<file path="config.mk">
export PLATFORM = sky130hd
export DESIGN_NAME = s20_front
export DESIGN_NICKNAME = d
export VERILOG_FILES = /design/src/rtl/core/s20_pkg.sv /design/src/rtl/core/s20_front.sv
export SDC_FILE = /design/constraint.sdc
export NUM_CORES = 1
export LEC_CHECK = 0
export BUFFER_PORTS_ARGS = -buffer_cell sky130_fd_sc_hd__buf_2
export CAP_MARGIN = 20
export CELL_PAD_IN_SITES_DETAIL_PLACEMENT = 0
export CELL_PAD_IN_SITES_GLOBAL_PLACEMENT = 2
export CORE_MARGIN = 1.5
export CORE_UTILIZATION = 30
export CTS_CLUSTER_SIZE = 14
export DETAILED_ROUTE_END_ITERATION = 16
export GPL_ROUTABILITY_DRIVEN = 0
export PLACE_DENSITY = 0.68
export SYNTH_ARGS = -nofsm -noshare
export SYNTH_HDL_FRONTEND = slang
export SYNTH_SLANG_ARGS = --single-unit
</file>
<file path="constraint.sdc">
create_clock -name i_clk -period 1.5 [get_ports i_clk]
set_input_delay 0.45 -clock i_clk [delete_from_list [all_inputs] [get_ports i_clk]]
set_output_delay 0.45 -clock i_clk [all_outputs]
set_load 0.05 [all_outputs]
</file>
<file path="src/rtl/core/s20_pkg.sv">
// Shared types, constants and functions of the Salsa20 stream cipher.
// Depends on nothing; every other file of the block uses it.
package s20_pkg;

    localparam logic [31:0] SIGMA0     = 32'h6170_7865;
    localparam logic [31:0] SIGMA1_256 = 32'h3320_646E;
    localparam logic [31:0] SIGMA2_256 = 32'h7962_2D32;
    localparam logic [31:0] SIGMA1_128 = 32'h3120_646E;
    localparam logic [31:0] SIGMA2_128 = 32'h7962_2D36;
    localparam logic [31:0] SIGMA3     = 32'h6B20_6574;

    localparam int unsigned CFG_IDX_W = 3;
    localparam logic [CFG_IDX_W-1:0] CFG_KEY_0_7   = 3'd0;
    localparam logic [CFG_IDX_W-1:0] CFG_KEY_8_15  = 3'd1;
    localparam logic [CFG_IDX_W-1:0] CFG_KEY_16_23 = 3'd2;
    localparam logic [CFG_IDX_W-1:0] CFG_KEY_24_31 = 3'd3;
    localparam logic [CFG_IDX_W-1:0] CFG_NONCE     = 3'd4;
    localparam logic [CFG_IDX_W-1:0] CFG_DROUNDS   = 3'd5;
    localparam logic [CFG_IDX_W-1:0] CFG_KEY_MODE  = 3'd6;

    localparam logic [3:0] DROUNDS_RESET  = 4'd10;
    localparam logic       KEY_MODE_RESET = 1'b1;

    localparam int unsigned QUEUE_DEPTH = 2;

    // Word indices a, b, c, d of the four quarter rounds: column round, then row round.
    localparam logic [3:0] QR_IDX [0:1][0:3][0:3] = '{
        '{'{4'd0,  4'd4,  4'd8,  4'd12}, '{4'd5,  4'd9,  4'd13, 4'd1},
          '{4'd10, 4'd14, 4'd2,  4'd6},  '{4'd15, 4'd3,  4'd7,  4'd11}},
        '{'{4'd0,  4'd1,  4'd2,  4'd3},  '{4'd5,  4'd6,  4'd7,  4'd4},
          '{4'd10, 4'd11, 4'd8,  4'd9},  '{4'd15, 4'd12, 4'd13, 4'd14}}
    };

    typedef logic [15:0][31:0] t_block;

    typedef struct packed {
        logic [63:0] key_0_7;
        logic [63:0] key_8_15;
        logic [63:0] key_16_23;
        logic [63:0] key_24_31;
        logic [63:0] nonce;
        logic [3:0]  drounds;
        logic        key_mode;
    } t_cfg;

    typedef struct packed {
        logic [7:0] data;
        logic       last;
    } t_item;

    typedef struct packed {
        logic        restart;
        logic        keep_cur;
        logic        restart_slot;
        logic [63:0] restart_cnt;
        logic        consume;
        logic        rd_slot;
        logic [3:0]  rd_word;
    } t_ks_ctl;

    function automatic logic [31:0] rotl(logic [31:0] v, int unsigned s);
        return (v << s) | (v >> (32 - s));
    endfunction

    function automatic t_block make_init(t_cfg cfg, logic [63:0] cnt);
        t_block w;
        w[0]  = SIGMA0;
        w[1]  = cfg.key_0_7[31:0];
        w[2]  = cfg.key_0_7[63:32];
        w[3]  = cfg.key_8_15[31:0];
        w[4]  = cfg.key_8_15[63:32];
        w[6]  = cfg.nonce[31:0];
        w[7]  = cfg.nonce[63:32];
        w[8]  = cnt[31:0];
        w[9]  = cnt[63:32];
        w[15] = SIGMA3;
        if (cfg.key_mode) begin
            w[5]  = SIGMA1_256;
            w[10] = SIGMA2_256;
            w[11] = cfg.key_16_23[31:0];
            w[12] = cfg.key_16_23[63:32];
            w[13] = cfg.key_24_31[31:0];
            w[14] = cfg.key_24_31[63:32];
        end else begin
            w[5]  = SIGMA1_128;
            w[10] = SIGMA2_128;
            w[11] = cfg.key_0_7[31:0];
            w[12] = cfg.key_0_7[63:32];
            w[13] = cfg.key_8_15[31:0];
            w[14] = cfg.key_8_15[63:32];
        end
        return w;
    endfunction

endpackage

</file>
<file path="src/rtl/core/s20_front.sv">
// Input queue of the Salsa20 stream cipher: holds accepted message bytes for the back end.
// Depends on s20_pkg.
module s20_front (
    input  logic           i_clk,
    input  logic           i_rst_n,
    input  logic           i_in_valid,
    output logic           o_in_ready,
    input  s20_pkg::t_item i_item,
    output logic           o_head_valid,
    output s20_pkg::t_item o_head,
    input  logic           i_pop
);

    localparam int unsigned PTR_W = $clog2(s20_pkg::QUEUE_DEPTH);
    localparam int unsigned CNT_W = $clog2(s20_pkg::QUEUE_DEPTH + 1);

    s20_pkg::t_item       r_mem [s20_pkg::QUEUE_DEPTH];
    logic [PTR_W-1:0]     r_head;
    logic [PTR_W-1:0]     r_tail;
    logic [CNT_W-1:0]     r_count;
    logic                 push;
    logic                 pop;

    assign o_in_ready   = (r_count != CNT_W'(s20_pkg::QUEUE_DEPTH));
    assign o_head_valid = (r_count != '0);
    assign o_head       = r_mem[r_head];
    assign push         = i_in_valid && o_in_ready;
    assign pop          = i_pop && o_head_valid;

    always_ff @(posedge i_clk) begin
        if (!i_rst_n) begin
            r_head  <= '0;
            r_tail  <= '0;
            r_count <= '0;
        end else begin
            if (push) begin
                r_mem[r_tail] <= i_item;
                r_tail        <= r_tail + 1'b1;
            end
            if (pop) begin
                r_head <= r_head + 1'b1;
            end
            if (push && !pop) begin
                r_count <= r_count + 1'b1;
            end else if (pop && !push) begin
                r_count <= r_count - 1'b1;
            end
        end
    end

endmodule

</file>
==> flow_summary.ini <==
[status]
status = complete, but fails checks
violations = setup timing

[detailed_routing]
dr.pass1.iters = 2
vias = 552
via_per_inst = 4.562
route.detailed.drc = 0
first_iter_violations = 2
post_drt_wl_per_cell_um = 12.57
antenna_left = 0
drt_wl_total_um = 1521

[timing]
timing.final.max_slew_violations = 0
finalSetupTns_ns = -1.961
maxSlewHeadroom_pct = 84.90
setup_violations = 10
rsz0062_at_grt = yes
tightestPinTransition_ns = 0.2257
timing.hold.ws_ns = 0.3350
period_share_pct = 115.0
finalClockSkew_ns = 0.001498
hold_violations = 0
fin_ws_ns = -0.2253
min_period_ns = 1.725
fmax_ghz = 0.5796

[run]
cap_violations = 0

[synth]
yosysTopAreaCellShare_pct = 61.02
synthesis.area_um2 = 885.9
synthFlopType = edfxtp_1
synth_edf_count = 18
synth_commonest_cells = edfxtp_1 (18), mux2_2 (9), dfxtp_1 (5)
synth.distinct_cells = 18
synth.most_common_cell = edfxtp_1
ys_seq_elements = 23
synth_area_leaders = edfxtp_1 (61%), mux2_2 (11%), dfxtp_1 (11%)
syn_inst = 55
syn_area_per_cell_um2 = 16.11
yosys_warnings = 0
async_reset_ff_share_pct = 0
synthesis.nets = 69
ys_seq_area_share_pct = 72.32
synth_top_area_cell = edfxtp_1

[global_routing]
antenna_found_initial = 0
grt_use_total_pct = 9.967
grt.overflow.total = 0
grt_max_degree = 13
grt_pass1_vias = 545
grt_first_pass_wirelength_um = 2435

[worst_setup_path]
worstReg2RegEnd = r_count[1]
r2r_slack_ns = 0.07
cp.required_ns = 1.05
setup.worst_path.class = reg2out
cp-end-kind = output pin
rr_worst_depth = 5
worst-path-max-fanout = 9
r2r_start = r_count[1]
start_kind = register
arrival_ns = 1.28

[hold_path]
hold_path.class = in2reg
whs_path_depth = 1
hp-start = i_item[7]
min_to = r_mem[1][7]

[power_and_ir_drop]
seq_power_share_pct = 36.1
vdd_ir_drop_max_v = 0.001230
p_int_mw = 1.491
power.density_mw_per_mm2 = 1807
power.switching_mw = 0.8496
clkPwrFrac_pct = 11.6
share_comb_of_total_power_pct = 52.3
p_leak_nw = 0.5010
switching_share_pct = 36.31

[final_layout]
final_core_util_pct = 46.56
fill_cells = 257
nets = 105
drive_gt1_share_pct = 60.00
num_antenna_cells = 0
fin_cells = 121
area_delta_synth_final_pct = 46.19

[clock_network]
cts_buffer_depth = 2
path_clk_slew_ns = 0.12
cts_made_buffers = 3
htree_levels = 1
cts.sinks = 23
cts_tree = built
worstSkewPairLatency_ns = 0.29
cts_root_buf = clkbuf_4

[die]
die_area_mm2 = 0.003288
std_cell_rows = 19
start_util_pct = 31.85
die_w_um = 57.34
io_pins = 24
core_mm2 = 0.002781
die-height_um = 57.34

[place]
dp_cells = 114
dp_hpwl_um = 1031
portBuffers = 23
[power by group through the flow]
stage          Clock [mW]  Combinational [mW]  Sequential, mW
2_1_floorplan           0               0.652           0.826
3_3_place_gp            0               0.885           0.842
3_5_place_dp            0               0.900           0.845
4_1_cts             0.284                1.18           0.844
5_1_grt             0.319                1.30           0.854
6_report            0.272                1.22           0.844
[timing repair]
action                     CTS  global route
setup endpoints to repair   12            12
setup buffers                4             0
gates resized for setup     36             4
hold endpoints to repair     0             0
pin swaps                    0             2
hold buffers                 0             0
[worst max path at each step]
stage          cells past startpoint         end        from  slack, ns
2_1_floorplan                      5  r_count[1]  r_count[1]      0.007
3_3_place_gp                       7  r_count[1]  i_in_valid      -0.03
3_5_place_dp                       7  r_count[1]  i_in_valid      -0.05
4_1_cts                            3   o_head[6]    register      -0.25
5_1_grt                            3   o_head[1]    register      -0.29
6_report                           3   o_head[7]    register      -0.23
[per-stage QoR]
| stage | power (mW) | area, µm² | setup slack, ns |
|---|---|---|---|
| finish | 2.340 | 1295 | -0.2253 |
| global placement | 1.727 | 1107 | -0.02901 |
| floorplan | 1.479 | 888.4 | 0.007444 |
| CTS | 2.307 | 1267 | -0.2479 |
| detailed placement | 1.744 | 1107 | -0.04942 |
| global route | 2.476 | 1295 | -0.2873 |
[cell families after synthesis]
logic type / Yosys count / share of synthesized area [%]
AO/OA/AOI/OAI: 5 / 3.389
buffers and inverters: 3 / 1.412
adder cells (fa/ha/maj): 1 / 1.412
AND/OR/NAND/NOR: 11 / 7.063
XOR/XNOR: 3 / 2.967
multiplexers: 9 / 11.44
flip-flops: 23 / 72.32
[worst max-delay path, cell delays in order, from the launching register on]
cell     delay [ns]
dfxtp_2        0.36
buf_12         0.13
mux2_2         0.34
buf_6          0.15
[cells in the final DEF, fill, tap and decap left out, drive strengths merged]
cell type  netlist  final
mux2             9      9
edfxtp          18     18
buf              1     32
dfxtp            5      5
inv              2      2
o21ai            3      3
ha               1      1
nor2             2      2
and3             1      1
and2             3      3
clkbuf           0      4
or2              1      1
nand3            1      1
xor2             1      1
or3              2      2
xnor2            2      2
nor2b            1      1
a21boi           2      2
[layer usage]
layer	GRT usage, %	wire length, µm
met1	11.52	610
met2	16.88	821
met3	3.401	79
met4	3.987	10
met5	0	0
[sequential cells by signal (all words and copies together), names as in the netlist, named ones only]
signal / count
r_count: 2
r_head: 1
r_mem: 18
r_tail: 1
[area by class of cell]
cell class / count / area, µm² / share of cell area (%)
Inverter: 2 / 7.507 / 0.5797
Sequential cell: 23 / 646.9 / 49.95
Timing Repair Buffer: 32 / 295.3 / 22.80
Tap cell: 31 / 38.79 / 2.995
Clock buffer: 4 / 26.28 / 2.029
Multi-Input combinational cell: 29 / 280.3 / 21.64
Power figures use the tool's default switching activity.
